File: src/sv/sbrp_pkg.sv
// Package for the STUN Binding response parser: constants, types and helpers.
// Used by the interfaces, the datagram walker and the top level.
package sbrp_pkg;

	localparam int unsigned HdrBytes = 20;
	localparam logic [16:0] CountMax = 17'h1FFFF;
	localparam logic [15:0] MsgTypeOk = 16'h0101;
	localparam logic [31:0] Cookie = 32'h2112A442;
	localparam logic [15:0] XmaType = 16'h0020;
	localparam logic [15:0] RequiredLimit = 16'h8000;

	localparam logic [3:0] ErrOk = 4'd0;
	localparam logic [3:0] ErrTrunc = 4'd1;
	localparam logic [3:0] ErrType = 4'd2;
	localparam logic [3:0] ErrCookie = 4'd3;
	localparam logic [3:0] ErrAlign = 4'd4;
	localparam logic [3:0] ErrLength = 4'd5;
	localparam logic [3:0] ErrTxn = 4'd6;
	localparam logic [3:0] ErrMalformed = 4'd7;
	localparam logic [3:0] ErrUnknown = 4'd8;
	localparam logic [3:0] ErrMissing = 4'd9;
	localparam logic [3:0] ErrAddrLen = 4'd10;
	localparam logic [3:0] ErrFamily = 4'd11;

	localparam logic [0:0] RegTxnHigh = 1'd0;
	localparam logic [0:0] RegTxnLow = 1'd1;

	typedef struct packed {
		logic [7:0] data_byte;
		logic       end_of_datagram;
	} in_item_t;

	typedef struct packed {
		logic [3:0]  error_code;
		logic        is_ipv6;
		logic [15:0] mapped_port;
		logic [63:0] address_high;
		logic [63:0] address_low;
	} out_item_t;

	function automatic logic is_known(input logic [15:0] t);
		case (t)
			16'h0001, 16'h0006, 16'h0008, 16'h0009, 16'h000A, 16'h0014, 16'h0015,
			16'h001C, 16'h001D, 16'h001E, 16'h0020, 16'h8002, 16'h8003, 16'h8022,
			16'h8023, 16'h8028: return 1'b1;
			default: return 1'b0;
		endcase
	endfunction

	function automatic logic [7:0] txn_byte(input logic [3:0] k, input logic [31:0] hi,
			input logic [63:0] lo);
		logic [95:0] all;
		all = {hi, lo};
		return all[8'(95 - 8 * int'(k)) -: 8];
	endfunction

endpackage

File: src/sv/sbrp_in_if.sv
// Input channel: one datagram byte per item. Depends on sbrp_pkg.
interface sbrp_in_if import sbrp_pkg::*; ();
	logic     valid;
	logic     ready;
	in_item_t data;
	modport source (output valid, output data, input ready);
	modport sink (input valid, input data, output ready);
endinterface

File: src/sv/sbrp_out_if.sv
// Result channel: one parse result per datagram. Depends on sbrp_pkg.
interface sbrp_out_if import sbrp_pkg::*; ();
	logic      valid;
	logic      ready;
	out_item_t data;
	modport source (output valid, output data, input ready);
	modport sink (input valid, input data, output ready);
endinterface

File: src/sv/sbrp_walker.sv
// Per-byte datagram state: header checks, attribute walk and address decode.
// Depends on sbrp_pkg; produces the result item on the final byte.
module sbrp_walker import sbrp_pkg::*; (
	input  logic        clk,
	input  logic        arst_n,
	input  logic        step,
	input  in_item_t    item,
	input  logic [31:0] txn_hi,
	input  logic [63:0] txn_lo,
	output out_item_t   result
);
	logic [16:0] byte_count_q;
	logic [31:0] header_word_q;
	logic [15:0] body_length_q;
	logic [3:0]  header_error_q;
	logic [1:0]  ahi_q;
	logic [15:0] attr_type_q;
	logic [15:0] attr_len_q;
	logic [16:0] left_q;
	logic [3:0]  attr_error_q;
	logic        found_q;
	logic [15:0] port_q;
	logic        v6_q;
	logic [63:0] addr_q [2];

	logic [16:0] bc_n;
	logic [31:0] hw_n;
	logic [15:0] bl_n;
	logic [3:0]  he_n;
	logic [1:0]  ahi_n;
	logic [15:0] at_n;
	logic [15:0] al_n;
	logic [16:0] left_n;
	logic [3:0]  ae_n;
	logic        found_n;
	logic [15:0] port_n;
	logic        v6_n;
	logic [63:0] addr_n [2];
	logic [7:0]  b;
	logic [16:0] rel;
	logic [16:0] padded;
	logic [16:0] remaining;
	logic [16:0] vt;
	logic [15:0] alen;
	logic [3:0]  ai;
	logic [7:0]  mask;
	logic [3:0]  err;

	function automatic logic [3:0] note(input logic [3:0] cur, input logic [3:0] code);
		return (cur == ErrOk || code < cur) ? code : cur;
	endfunction

	always_comb begin
		b = item.data_byte;
		bc_n = byte_count_q; hw_n = header_word_q; bl_n = body_length_q;
		he_n = header_error_q; ahi_n = ahi_q; at_n = attr_type_q; al_n = attr_len_q;
		left_n = left_q; ae_n = attr_error_q; found_n = found_q; port_n = port_q;
		v6_n = v6_q; addr_n = addr_q;
		rel = byte_count_q - 17'(HdrBytes);
		padded = '0; remaining = '0; vt = '0; alen = '0; ai = '0; mask = '0;
		if (byte_count_q < 17'(HdrBytes)) begin
			hw_n = {header_word_q[23:0], b};
			if (byte_count_q == 17'd1 && hw_n[15:0] != MsgTypeOk) he_n = note(he_n, ErrType);
			if (byte_count_q == 17'd3) begin
				bl_n = hw_n[15:0];
				if (hw_n[1:0] != 2'b00) he_n = note(he_n, ErrAlign);
			end
			if (byte_count_q == 17'd7 && hw_n != Cookie) he_n = note(he_n, ErrCookie);
			if (byte_count_q >= 17'd8 && b != txn_byte(4'(byte_count_q - 17'd8), txn_hi, txn_lo))
				he_n = note(he_n, ErrTxn);
		end else if (header_error_q == ErrOk && attr_error_q == ErrOk
				&& rel < {1'b0, body_length_q}) begin
			if (left_q == '0) begin
				ahi_n = ahi_q + 2'd1;
				case (ahi_q)
					2'd0: at_n = {b, 8'h00};
					2'd1: at_n = {attr_type_q[15:8], b};
					2'd2: al_n = {b, 8'h00};
					default: begin
						al_n = {attr_len_q[15:8], b};
						padded = ({1'b0, al_n} + 17'd3) & ~17'd3;
						remaining = {1'b0, body_length_q} - (rel + 17'd1);
						if (padded > remaining) ae_n = ErrMalformed;
						else if (attr_type_q == XmaType && !found_q) begin
							if (al_n < 16'd4) ae_n = ErrAddrLen;
							else left_n = padded;
						end else if (!is_known(attr_type_q) && attr_type_q < RequiredLimit) begin
							ae_n = ErrUnknown;
						end else begin
							at_n = '0;
							left_n = padded;
						end
					end
				endcase
			end else begin
				padded = ({1'b0, attr_len_q} + 17'd3) & ~17'd3;
				vt = padded - left_q;
				left_n = left_q - 17'd1;
				if (attr_type_q == XmaType && vt < {1'b0, attr_len_q}) begin
					if (vt == 17'd1) begin
						alen = '0;
						if (b == 8'd1) begin alen = 16'd4; v6_n = 1'b0; end
						else if (b == 8'd2) begin alen = 16'd16; v6_n = 1'b1; end
						else ae_n = ErrFamily;
						if (alen != '0) begin
							if (attr_len_q != alen + 16'd4) ae_n = ErrAddrLen;
							else found_n = 1'b1;
						end
					end else if (vt == 17'd2) begin
						port_n = {b ^ 8'h21, port_q[7:0]};
					end else if (vt == 17'd3) begin
						port_n = {port_q[15:8], b ^ 8'h12};
					end else if (vt >= 17'd4) begin
						ai = 4'(vt - 17'd4);
						mask = (ai < 4'd4) ? Cookie[5'(24 - 8 * int'(ai[1:0])) +: 8]
							: txn_byte(ai - 4'd4, txn_hi, txn_lo);
						addr_n[ai[3]][6'(56 - 8 * int'(ai[2:0])) +: 8] =
							addr_q[ai[3]][6'(56 - 8 * int'(ai[2:0])) +: 8] | (b ^ mask);
					end
				end
			end
		end
		if (byte_count_q < CountMax) bc_n = byte_count_q + 17'd1;

		if (bc_n < 17'(HdrBytes)) err = ErrTrunc;
		else if (he_n != ErrOk && he_n < ErrLength) err = he_n;
		else if (bc_n != 17'(HdrBytes) + {1'b0, bl_n}) err = ErrLength;
		else if (he_n != ErrOk) err = he_n;
		else if (ae_n != ErrOk) err = ae_n;
		else if (!found_n) err = ErrMissing;
		else err = ErrOk;
		result.error_code = err;
		result.is_ipv6 = (err == ErrOk) ? v6_n : 1'b0;
		result.mapped_port = (err == ErrOk) ? port_n : '0;
		result.address_high = (err == ErrOk) ? addr_n[0] : '0;
		result.address_low = (err == ErrOk) ? addr_n[1] : '0;
	end

	always_ff @(posedge clk or negedge arst_n) begin
		if (!arst_n) begin
			byte_count_q <= '0; header_word_q <= '0; body_length_q <= '0;
			header_error_q <= '0; ahi_q <= '0; attr_type_q <= '0; attr_len_q <= '0;
			left_q <= '0; attr_error_q <= '0; found_q <= 1'b0; port_q <= '0;
			v6_q <= 1'b0; addr_q[0] <= '0; addr_q[1] <= '0;
		end else if (step) begin
			if (item.end_of_datagram) begin
				byte_count_q <= '0; header_word_q <= '0; body_length_q <= '0;
				header_error_q <= '0; ahi_q <= '0; attr_type_q <= '0; attr_len_q <= '0;
				left_q <= '0; attr_error_q <= '0; found_q <= 1'b0; port_q <= '0;
				v6_q <= 1'b0; addr_q[0] <= '0; addr_q[1] <= '0;
			end else begin
				byte_count_q <= bc_n; header_word_q <= hw_n; body_length_q <= bl_n;
				header_error_q <= he_n; ahi_q <= ahi_n; attr_type_q <= at_n;
				attr_len_q <= al_n; left_q <= left_n; attr_error_q <= ae_n;
				found_q <= found_n; port_q <= port_n; v6_q <= v6_n; addr_q <= addr_n;
			end
		end
	end
endmodule

File: src/sv/stun_binding_response_parser.sv
// Top level of the STUN Binding success response parser.
// Depends on sbrp_pkg, sbrp_in_if, sbrp_out_if and sbrp_walker.
//
// Usage: datagram bytes arrive on in_ch, one byte per item, the last byte
// flagged by end_of_datagram. Each byte is captured in an input register
// and then processed by the walker, which updates the per-datagram state.
// On the flagged byte one result item leaves on out_ch with the error
// code and, when the code is zero, the decoded family, port and address.
// Every other byte produces no result.
// Throughput is one byte per cycle while no final byte waits on a stalled
// result register. The result item is offered on out_ch from the result
// register and can be taken at the next clock edge.
// The user must write the expected transaction ID through cfg_we,
// cfg_index and cfg_data while the block is idle; it is not enforced.
// Reset clears all datagram state, the ID registers and both valid flags.
// When the receiver stalls, the result register holds its item; the input
// register keeps taking bytes until it holds an item that cannot advance,
// after which in_ch.ready falls.
module stun_binding_response_parser import sbrp_pkg::*; (
	input  logic        clk,
	input  logic        arst_n,
	sbrp_in_if.sink     in_ch,
	sbrp_out_if.source  out_ch,
	input  logic        cfg_we,
	input  logic        cfg_index,
	input  logic [63:0] cfg_data
);
	logic        valid_s1;
	in_item_t    item_s1;
	logic        valid_s2;
	out_item_t   result_s2;
	logic [31:0] txn_hi_q;
	logic [63:0] txn_lo_q;
	out_item_t   result;
	logic        adv_s1;
	logic        out_free;

	assign out_free = !valid_s2 || out_ch.ready;
	assign adv_s1 = valid_s1 && (!item_s1.end_of_datagram || out_free);
	assign in_ch.ready = !valid_s1 || adv_s1;
	assign out_ch.valid = valid_s2;
	assign out_ch.data = result_s2;

	sbrp_walker u_walker (
		.clk    (clk),
		.arst_n (arst_n),
		.step   (adv_s1),
		.item   (item_s1),
		.txn_hi (txn_hi_q),
		.txn_lo (txn_lo_q),
		.result (result)
	);

	always_ff @(posedge clk or negedge arst_n) begin
		if (!arst_n) begin
			valid_s1 <= 1'b0;
			valid_s2 <= 1'b0;
			txn_hi_q <= '0;
			txn_lo_q <= '0;
		end else begin
			if (in_ch.ready) valid_s1 <= in_ch.valid;
			if (out_free) valid_s2 <= adv_s1 && item_s1.end_of_datagram;
			if (cfg_we) begin
				unique case (cfg_index)
					RegTxnHigh: txn_hi_q <= cfg_data[31:0];
					RegTxnLow: txn_lo_q <= cfg_data;
					default: ;
				endcase
			end
		end
	end

	always_ff @(posedge clk) begin
		if (in_ch.ready && in_ch.valid) item_s1 <= in_ch.data;
		if (adv_s1 && item_s1.end_of_datagram) result_s2 <= result;
	end
endmodule

File: src/flat_wrapper.sv
// flat-port wrapper written by rule: the top's interface ports become plain ports
module stun_binding_response_parser_flat import sbrp_pkg::*;
  (clk, arst_n, cfg_we, cfg_index, cfg_data, in_ch_valid, in_ch_data, in_ch_ready, out_ch_valid, out_ch_data, out_ch_ready);
  sbrp_in_if in_ch_i ();
  sbrp_out_if out_ch_i ();
  input  logic clk;
  input  logic arst_n;
  input  logic cfg_we;
  input  logic cfg_index;
  input  logic [63:0] cfg_data;
  input wire logic [$bits(in_ch_i.valid)-1:0] in_ch_valid;
  input wire logic [$bits(in_ch_i.data)-1:0] in_ch_data;
  output wire logic [$bits(in_ch_i.ready)-1:0] in_ch_ready;
  output wire logic [$bits(out_ch_i.valid)-1:0] out_ch_valid;
  output wire logic [$bits(out_ch_i.data)-1:0] out_ch_data;
  input wire logic [$bits(out_ch_i.ready)-1:0] out_ch_ready;
  assign in_ch_i.valid = in_ch_valid;
  assign in_ch_i.data = in_ch_data;
  assign in_ch_ready = in_ch_i.ready;
  assign out_ch_valid = out_ch_i.valid;
  assign out_ch_data = out_ch_i.data;
  assign out_ch_i.ready = out_ch_ready;
  stun_binding_response_parser u_core (.clk(clk), .arst_n(arst_n), .in_ch(in_ch_i), .out_ch(out_ch_i), .cfg_we(cfg_we), .cfg_index(cfg_index), .cfg_data(cfg_data));
endmodule
File: config.mk
export PLATFORM = sky130hd
export DESIGN_NAME = stun_binding_response_parser_flat
export DESIGN_NICKNAME = d
export VERILOG_FILES = /design/src/sv/sbrp_pkg.sv /design/src/sv/sbrp_in_if.sv /design/src/sv/sbrp_out_if.sv /design/src/sv/sbrp_walker.sv /design/src/sv/stun_binding_response_parser.sv /design/src/flat_wrapper.sv
export SDC_FILE = /design/constraint.sdc
export NUM_CORES = 1
export LEC_CHECK = 0
export BUFFER_PORTS_ARGS = -buffer_cell sky130_fd_sc_hd__buf_4
export CORE_MARGIN = 1
export CORE_UTILIZATION = 30
export DETAILED_ROUTE_END_ITERATION = 6
export GPL_ROUTABILITY_DRIVEN = 0
export PLACE_DENSITY = 0.45
export SYNTH_ARGS = -nofsm -noshare
export SYNTH_HDL_FRONTEND = slang
export SYNTH_SLANG_ARGS = --single-unit
File: constraint.sdc
create_clock -name clk -period 6.4 [get_ports clk]
set_input_delay 1.28 -clock clk [delete_from_list [all_inputs] [get_ports clk]]
set_output_delay 1.28 -clock clk [all_outputs]
set_load 0.02 [all_outputs]
==> results of run 1 <==
==> cells by family after synthesis <==
family	after synthesis	synth area share, %
DFF	518	44.3
xor gates and xnor gates	107	3.02
buffers and inverters	347	4.59
adders and majority gates	97	3.93
muxes	358	14.0
and+or+nand+nor	888	14.7
AOI/OAI and AO/OA	739	15.5
==> per-stage QoR <==
stage                     TNS (ps)  instance area, um2  hold WS [ps]
after global placement      -29580               34900           462
after CTS                        0               37100           481
after global routing         -5250               38400           491
after detailed placement    -23030               34900           469
final                            0               38400           478
after floorplan                  0               31100           449
==> cell type report <==
cell class / instances / area, um2
fill: 10251 / 63800
multi-input combinational: 2191 / 16600
sequential: 518 / 13800
timing repair buffer: 426 / 3770
clock buffer: 88 / 1840
tap: 1368 / 1710
inverter: 114 / 433
clock inverter: 32 / 342
==> per-layer routing <==
layer	wire, um	vias up
met5	0	-
li1	-	11864
met3	7660	149
met4	2470	0
met1	55600	13392
met2	54900	910
==> Yosys cell counts, types with 25 or more instances <==
library cell,n
a21oi_1,83
mux2_2,106
nor2_1,136
and4_1,25
nand3_1,48
a21o_1,26
dfrtp_1,360
nand2_1,306
nand4_1,35
clkbuf_1,139
a22o_1,35
xnor2_1,81
and3_1,144
edfxtp_1,158
xor2_1,26
o21ai_1,27
buf_2,70
a211oi_1,136
nor3_1,33
ha_1,96
o21ai_0,254
mux4_2,50
nor4_1,30
mux2i_1,201
inv_1,110
==> worst reg2reg max path: cells and delay by family, from the launching register on <==
family | cells | cell delay (ps)
xor gates and xnor gates | 1 | 70
and+or+nand+nor | 8 | 1970
DFF | 1 | 430
AOI/OAI and AO/OA | 6 | 1750
buffers and inverters | 6 | 1080
muxes | 1 | 270
adders and majority gates | 2 | 480
==> power by group through the flow <==
stage,Sequential (uW),Combinational (uW),Clock (uW)
floorplan,3970,6630,0
global placement,4010,11600,0
detailed placement,4020,11700,0
CTS,3960,11900,3890
global route,4000,13200,4020
finish,3960,12600,3820
==> state kept, by name (all words and copies together) (netlist names) <==
name                            flops
u_core.u_walker.attr_len_q         16
u_core.out_ch.data                149
u_core.txn_lo_q                    64
u_core.u_walker.attr_error_q        4
u_core.u_walker.port_q             16
u_core.out_ch.valid                 1
u_core.u_walker.left_q             17
u_core.u_walker.byte_count_q       17
u_core.u_walker.header_error_q      4
u_core.u_walker.body_length_q      16
u_core.u_walker.header_word_q      24
u_core.item_s1                      9
u_core.txn_hi_q                    32
u_core.valid_s1                     1
u_core.u_walker.addr_q            128
u_core.u_walker.ahi_q               2
u_core.u_walker.v6_q                1
u_core.u_walker.found_q             1
u_core.u_walker.attr_type_q        16
==> worst paths after layout <==
kind | startpoint | endpoint | slack, ps | cells past startpoint
worst min-delay path | u_core.u_walker.addr_q[110] | u_core.u_walker.addr_q[110] | 480 | 2
worst max-delay path | u_core.u_walker.attr_len_q[0] | u_core.out_ch.data[24] | 110 | 24
min in group asynchronous | arst_n | u_core.txn_lo_q[61] | 520 | 1
max in group asynchronous | arst_n | u_core.u_walker.attr_type_q[13] | 4620 | 2
worst max register to register | u_core.u_walker.attr_len_q[0] | u_core.out_ch.data[24] | 110 | 24
worst min register to register | u_core.u_walker.addr_q[110] | u_core.u_walker.addr_q[110] | 480 | 2
==> timing repair <==
action	4_1_cts	5_1_grt
gates cloned	0	23
pin swaps	0	35
buffers inserted	1	31
gates resized for setup	10	122
endpoints found under the setup margin	163	266
==> impl_metrics.prom, run 1 <==
# TYPE chip_impl_metric gauge
chip_impl_metric{name="postCtsHoldBufs",unit=""} 0
chip_impl_metric{name="rows",unit=""} 117
chip_impl_metric{name="final-max-slew-violation-count",unit=""} 0
chip_impl_info{name="family_of_cells_with_the_greatest_summed_delay_on_the_critical_path",value="simple AND/OR/NAND/NOR gates"} 1
chip_impl_metric{name="required",unit="ps"} 6790
chip_impl_metric{name="netlist_area",unit="um2"} 31100
chip_impl_metric{name="globalRoute.totalOverflow",unit=""} 0
chip_impl_metric{name="dp_hpwl",unit="mm"} 82.7
chip_impl_metric{name="power.total",unit="uW"} 20300
chip_impl_metric{name="fin_ws",unit="ps"} 112
chip_impl_metric{name="grt_max_degree",unit=""} 144
chip_impl_metric{name="num_io_pins",unit=""} 230
chip_impl_metric{name="cts.clk_slew.worst_paths",unit="ps"} 60
chip_impl_metric{name="switchingPower",unit="uW"} 10500
chip_impl_metric{name="design.die.area",unit="um2"} 105000
chip_impl_metric{name="final_setup_violation_count",unit=""} 0
chip_impl_metric{name="htreeDepth",unit=""} 3
chip_impl_metric{name="ant_nets",unit=""} 0
chip_impl_metric{name="final_net_count",unit=""} 3493
chip_impl_metric{name="floorplan.initialDensity",unit="%"} 30.4
chip_impl_metric{name="clk-insertion-delay-late",unit="ps"} 640
chip_impl_info{name="setup_repair_after_global_routing_missed_its_margin",value="yes"} 1
chip_impl_metric{name="synth_sequential_area_ratio",unit="%"} 44.3
chip_impl_info{name="crit_end_element",value="register"} 1
chip_impl_metric{name="io_buffers",unit=""} 229
chip_impl_metric{name="postSynth.asyncResetShare",unit="%"} 69.5
chip_impl_metric{name="grt_pass1_wl",unit="mm"} 170
chip_impl_info{name="synth_flop_cell",value="dfrtp_1"} 1
chip_impl_metric{name="post_drt_via_cell_ratio",unit=""} 5.56
chip_impl_metric{name="place_inst",unit=""} 4562
chip_impl_metric{name="finalWirelength",unit="mm"} 121
chip_impl_metric{name="globalRouteMet2Util",unit="%"} 34.0
chip_impl_info{name="cts_root_buf",value="clkbuf_16"} 1
chip_impl_info{name="crit_path_top_delay_cell",value="dfrtp_1"} 1
chip_impl_info{name="yosys.area.top_type",value="dfrtp_1"} 1
chip_impl_metric{name="comb_power_share",unit="%"} 61.7
chip_impl_info{name="start_kind",value="register"} 1
chip_impl_metric{name="grt.met1_usage",unit="%"} 30.7
chip_impl_metric{name="fmax",unit="MHz"} 159
chip_impl_metric{name="antenna_violations_before_repair",unit=""} 3
chip_impl_metric{name="synthesis.area_per_instance",unit="um2"} 10.2
chip_impl_metric{name="num_antenna_cells",unit=""} 0
chip_impl_metric{name="leakagePower",unit="uW"} 0.0161
chip_impl_metric{name="chip_height",unit="um"} 324
chip_impl_metric{name="synth.distinct_cells",unit=""} 85
chip_impl_info{name="layout_commonest_cell",value="buf_4"} 1
chip_impl_metric{name="worst_slew_pin_slew",unit="ps"} 1270
chip_impl_metric{name="cts_sinks",unit=""} 518
chip_impl_metric{name="detailedRoute.firstIterationViolations",unit=""} 2088
chip_impl_metric{name="clock_tree.buffer_depth",unit=""} 3
chip_impl_metric{name="synth.ff_latch_count",unit=""} 518
chip_impl_metric{name="critical_path_max_stage_delay",unit="ps"} 430
chip_impl_metric{name="num_vias",unit=""} 26315
chip_impl_metric{name="synth_warnings",unit=""} 0
chip_impl_metric{name="track_usage",unit="%"} 21.7
chip_impl_metric{name="die_x",unit="um"} 324
chip_impl_metric{name="drt-wirelength-per-cell",unit="um"} 25.5
chip_impl_info{name="path_cells",value="o211ai_1 -> buf_4 -> xnor2_1 -> ha_2 -> or3_4 -> o221a_4 -> o2111a_1 -> or3_1 -> and2_1 -> ha_1 -> and3_4 -> a221o_1 -> buf_4 -> nor4_4 -> buf_4 -> nand3_1 -> a311o_1 -> buf_12 -> nor4_2 -> buf_4 -> buf_4 -> mux2i_1 -> a211oi_1 -> and3_1"} 1
chip_impl_metric{name="crit_fanout",unit=""} 14
chip_impl_metric{name="detail_route.first_pass.iterations",unit=""} 5
chip_impl_metric{name="final.setup_skew",unit="ps"} 25.6
chip_impl_metric{name="dp_worst_setup_slack",unit="ps"} -251
chip_impl_metric{name="grt_util_met3",unit="%"} 3.77
chip_impl_info{name="outcome",value="finished, final reports clean"} 1
chip_impl_metric{name="areaGrowthSynthToFinish",unit="%"} 23.7
chip_impl_metric{name="final_util",unit="%"} 37.6
chip_impl_metric{name="synthesis.instances",unit=""} 3054
chip_impl_metric{name="core",unit="um2"} 102000
chip_impl_metric{name="internal_power",unit="uW"} 9800
chip_impl_metric{name="numCtsBuffers",unit=""} 66
chip_impl_metric{name="fraction_of_final_layout_cells_sized_beyond_drive_strength_1",unit="%"} 24.6
chip_impl_metric{name="drt_drc_violations_left",unit=""} 0
chip_impl_metric{name="fraction_of_power_spent_switching_nets",unit="%"} 51.8
chip_impl_metric{name="final_std_cells_w_o_fill",unit=""} 4737
chip_impl_metric{name="post-route-period-util",unit="%"} 98.3
chip_impl_metric{name="drv_cap",unit=""} 0
chip_impl_info{name="synth.area.top_cells",value="dfrtp_1, edfxtp_1, mux2i_1"} 1
chip_impl_metric{name="synth_largest_type_area_fraction",unit="%"} 29.0
chip_impl_metric{name="vdd_drop_max",unit="mV"} 0.829
chip_impl_info{name="critical-path-top-cell-by-count",value="buf_4"} 1
chip_impl_metric{name="number_of_global_route_vias_before_repair",unit=""} 25953
chip_impl_metric{name="final_hold_viol_count",unit=""} 0
chip_impl_info{name="most-common-layout-cells",value="buf_4, dfrtp_1, nand2_1, o21ai_0, mux2i_1"} 1
chip_impl_info{name="timing.hold.worst.class",value="register to register"} 1
chip_impl_metric{name="worst-endpoint-arrival",unit="ps"} 6680
chip_impl_metric{name="slew-limit-headroom",unit="%"} 15.4
chip_impl_metric{name="postSynthNetCount",unit=""} 3230
chip_impl_metric{name="power_per_cell_area",unit="nW/um2"} 530
chip_impl_metric{name="clock_group_share_of_total_power",unit="%"} 18.8
chip_impl_metric{name="sequentialPowerShare",unit="%"} 19.5
chip_impl_info{name="gr-max-usage-layer",value="met2"} 1
chip_impl_info{name="critPathKind",value="register to register"} 1
chip_impl_metric{name="cp.buffers_inverters",unit=""} 6
chip_impl_metric{name="layout_min_cycle_time",unit="ps"} 6290
chip_impl_metric{name="synth_edf_count",unit=""} 158
chip_impl_info{name="tritoncts",value="yes"} 1
Power figures use the tool's default switching activity.
==> run 2: changes to the inputs <==
--- a/config.mk
+++ b/config.mk
@@ -6,6 +6,7 @@
 export NUM_CORES = 1
 export LEC_CHECK = 0
 export BUFFER_PORTS_ARGS = -buffer_cell sky130_fd_sc_hd__buf_4
+export CAP_MARGIN = 20
 export CORE_MARGIN = 1
 export CORE_UTILIZATION = 30
 export DETAILED_ROUTE_END_ITERATION = 6
==> constraint.sdc (replaced) <==
create_clock -name clk -period 5.5 [get_ports clk]
set_input_delay 1.1 -clock clk [delete_from_list [all_inputs] [get_ports clk]]
set_output_delay 1.1 -clock clk [all_outputs]
set_load 0.02 [all_outputs]
==> impl_metrics.prom, run 2 (synthesis results as in run 1) <==
# TYPE chip_impl_metric gauge
chip_impl_metric{name="layout_min_cycle_time",unit="ps"} 6010
chip_impl_metric{name="core",unit="um2"} 102000
chip_impl_metric{name="cts.clk_slew.worst_paths",unit="ps"} 60
chip_impl_metric{name="die_x",unit="um"} 324
chip_impl_metric{name="fmax",unit="MHz"} 166
chip_impl_metric{name="drv_cap",unit=""} 0
chip_impl_metric{name="globalRoute.totalOverflow",unit=""} 0
chip_impl_metric{name="vdd_drop_max",unit="mV"} 1.15
chip_impl_metric{name="final_net_count",unit=""} 3753
chip_impl_metric{name="dp_hpwl",unit="mm"} 84.3
chip_impl_metric{name="num_vias",unit=""} 27402
chip_impl_metric{name="final-max-slew-violation-count",unit=""} 0
chip_impl_metric{name="areaGrowthSynthToFinish",unit="%"} 33.6
chip_impl_metric{name="drt-wirelength-per-cell",unit="um"} 24.5
chip_impl_metric{name="fin_ws",unit="ps"} -510
chip_impl_metric{name="track_usage",unit="%"} 22.3
chip_impl_info{name="critical-path-top-cell-by-count",value="buf_4"} 1
chip_impl_info{name="layout_commonest_cell",value="buf_4"} 1
chip_impl_info{name="start_kind",value="register"} 1
chip_impl_metric{name="dp_worst_setup_slack",unit="ps"} -904
chip_impl_metric{name="floorplan.initialDensity",unit="%"} 30.4
chip_impl_metric{name="worst-endpoint-arrival",unit="ps"} 6400
chip_impl_metric{name="io_buffers",unit=""} 229
chip_impl_metric{name="critical_path_max_stage_delay",unit="ps"} 400
chip_impl_metric{name="leakagePower",unit="uW"} 0.0175
chip_impl_info{name="crit_path_top_delay_cell",value="a221o_1"} 1
chip_impl_metric{name="rows",unit=""} 117
chip_impl_metric{name="cts_sinks",unit=""} 518
chip_impl_info{name="critPathKind",value="register to register"} 1
chip_impl_info{name="timing.hold.worst.class",value="primary input to async pin"} 1
chip_impl_metric{name="antenna_violations_before_repair",unit=""} 4
chip_impl_metric{name="number_of_global_route_vias_before_repair",unit=""} 27317
chip_impl_metric{name="clk-insertion-delay-late",unit="ps"} 650
chip_impl_metric{name="detailedRoute.firstIterationViolations",unit=""} 2155
chip_impl_metric{name="post-route-period-util",unit="%"} 109
chip_impl_metric{name="postCtsHoldBufs",unit=""} 0
chip_impl_metric{name="final_cell_area",unit="um2"} 41500
chip_impl_metric{name="slew-limit-headroom",unit="%"} 21.5
chip_impl_metric{name="fraction_of_final_layout_cells_sized_beyond_drive_strength_1",unit="%"} 32.8
chip_impl_metric{name="flip_flop_count_of_the_largest_register_after_layout",unit=""} 149
chip_impl_metric{name="ant_nets",unit=""} 0
chip_impl_metric{name="chip_height",unit="um"} 324
chip_impl_metric{name="drt_drc_violations_left",unit=""} 0
chip_impl_metric{name="dpl-instance-area",unit="um2"} 36800
chip_impl_metric{name="final.setup_skew",unit="ps"} 37.9
chip_impl_metric{name="numCtsBuffers",unit=""} 66
chip_impl_metric{name="detail_route.first_pass.iterations",unit=""} 5
chip_impl_info{name="setup_repair_after_global_routing_missed_its_margin",value="yes"} 1
chip_impl_metric{name="grt_pass1_wl",unit="mm"} 176
chip_impl_metric{name="final_hold_viol_count",unit=""} 0
chip_impl_info{name="crit_path_start",value="u_core.u_walker.attr_len_q[0]"} 1
chip_impl_metric{name="clock_tree.buffer_depth",unit=""} 3
chip_impl_metric{name="htreeDepth",unit=""} 3
chip_impl_info{name="outcome",value="finished, violations left"} 1
chip_impl_info{name="failing_checks",value="negative setup slack"} 1
chip_impl_metric{name="num_io_pins",unit=""} 230
chip_impl_metric{name="power_per_cell_area",unit="nW/um2"} 635
chip_impl_info{name="most-common-layout-cells",value="buf_4, dfrtp_1, nand2_1, o21ai_0, mux2i_1"} 1
chip_impl_info{name="r2r_start",value="u_core.u_walker.attr_len_q[0]"} 1
chip_impl_metric{name="fillers",unit=""} 10006
chip_impl_metric{name="required",unit="ps"} 5890
chip_impl_metric{name="post_drt_via_cell_ratio",unit=""} 5.48
chip_impl_metric{name="final_setup_violation_count",unit=""} 214
chip_impl_info{name="cts_root_buf",value="clkbuf_16"} 1
chip_impl_metric{name="grt_max_degree",unit=""} 145
chip_impl_metric{name="crit_fanout",unit=""} 13
chip_impl_metric{name="finalWirelength",unit="mm"} 122
chip_impl_info{name="crit_end_element",value="register"} 1
chip_impl_metric{name="design.die.area",unit="um2"} 105000
chip_impl_info{name="tritoncts",value="yes"} 1
chip_impl_metric{name="worst_slew_pin_slew",unit="ps"} 1180
## run 2: cell types whose count changed in the layout (fill, tap and decap cells not counted), moves of 9 or more
cell,change
buf_6,+20
buf_4,+221
o21ai_0,-23
and3_1,-13
ha_4,+11
and3_4,+13
a21oi_1,-9
buf_12,+17
ha_1,-11
o21ai_1,+13
mux2i_1,-14
## run 2: stage by stage
stage | hold WS, ps | util [%] | cells | TNS (ps) | total power, uW
detailed placement | 469 | 36.0 | 4783 | -134740 | 20100
global placement | 464 | 36.0 | 4783 | -126210 | 19900
finish | 442 | 40.6 | 4999 | -66620 | 26300
floorplan | 449 | - | 3054 | -47530 | 12400
global route | 502 | 40.6 | 4998 | -133130 | 27400
CTS | 476 | 39.3 | 4953 | -59180 | 25400
## run 2: cell type report
| type | count | area (um2) | area share (%) |
|---|---|---|---|
| Antenna cell | 1 | 2.50 | 0.00603 |
| Clock buffer | 95 | 1920 | 4.63 |
| Clock inverter | 26 | 283 | 0.682 |
| Inverter | 114 | 435 | 1.05 |
| Multi-Input combinational cell | 2190 | 17300 | 41.7 |
| Sequential cell | 518 | 13800 | 33.2 |
| Tap cell | 1368 | 1710 | 4.13 |
| Timing Repair Buffer | 687 | 6050 | 14.6 |
## run 2: per-layer routing
| layer | global-route usage, % | wire (um) |
|---|---|---|
| met2 | 34.6 | 54800 |
| met1 | 31.2 | 55400 |
| met3 | 4.47 | 8860 |
| met5 | 0 | 42 |
| met4 | 6.36 | 3370 |
## run 2: worst max-delay path, delay by kind of cell, from the launching register on
kind / cells / cell delay (ps)
AOI/OAI and AO/OA: 5 / 1190
xor gates and xnor gates: 1 / 160
adders and majority gates: 2 / 520
buffers and inverters: 9 / 1320
DFF: 1 / 350
muxes: 2 / 410
and+or+nand+nor: 9 / 1800
## run 2: path summary, 6_finish.rpt
check	slack, ps	endpoint	depth (start not counted)
max in group asynchronous	3650	u_core.u_walker.left_q[0]	2
min	440	u_core.txn_lo_q[57]	1
max	-510	u_core.out_ch.data[79]	28
min in group clk	480	u_core.u_walker.addr_q[60]	2
min reg2reg	480	u_core.u_walker.addr_q[60]	2
max reg2reg	-510	u_core.out_ch.data[79]	28
## run 2: where the power goes
part	total, uW	switching, uW	internal (uW)
Clock	4440	1880	2560
Combinational	17300	11200	6160
Sequential	4570	263	4310
Total	26300	13300	13000
## run 2: timing repair
item                       CTS  global route
buffers inserted            39            26
gates resized for setup    155           173
setup endpoints to repair  278           314
cloned                      10            23
pin swaps                   39            55
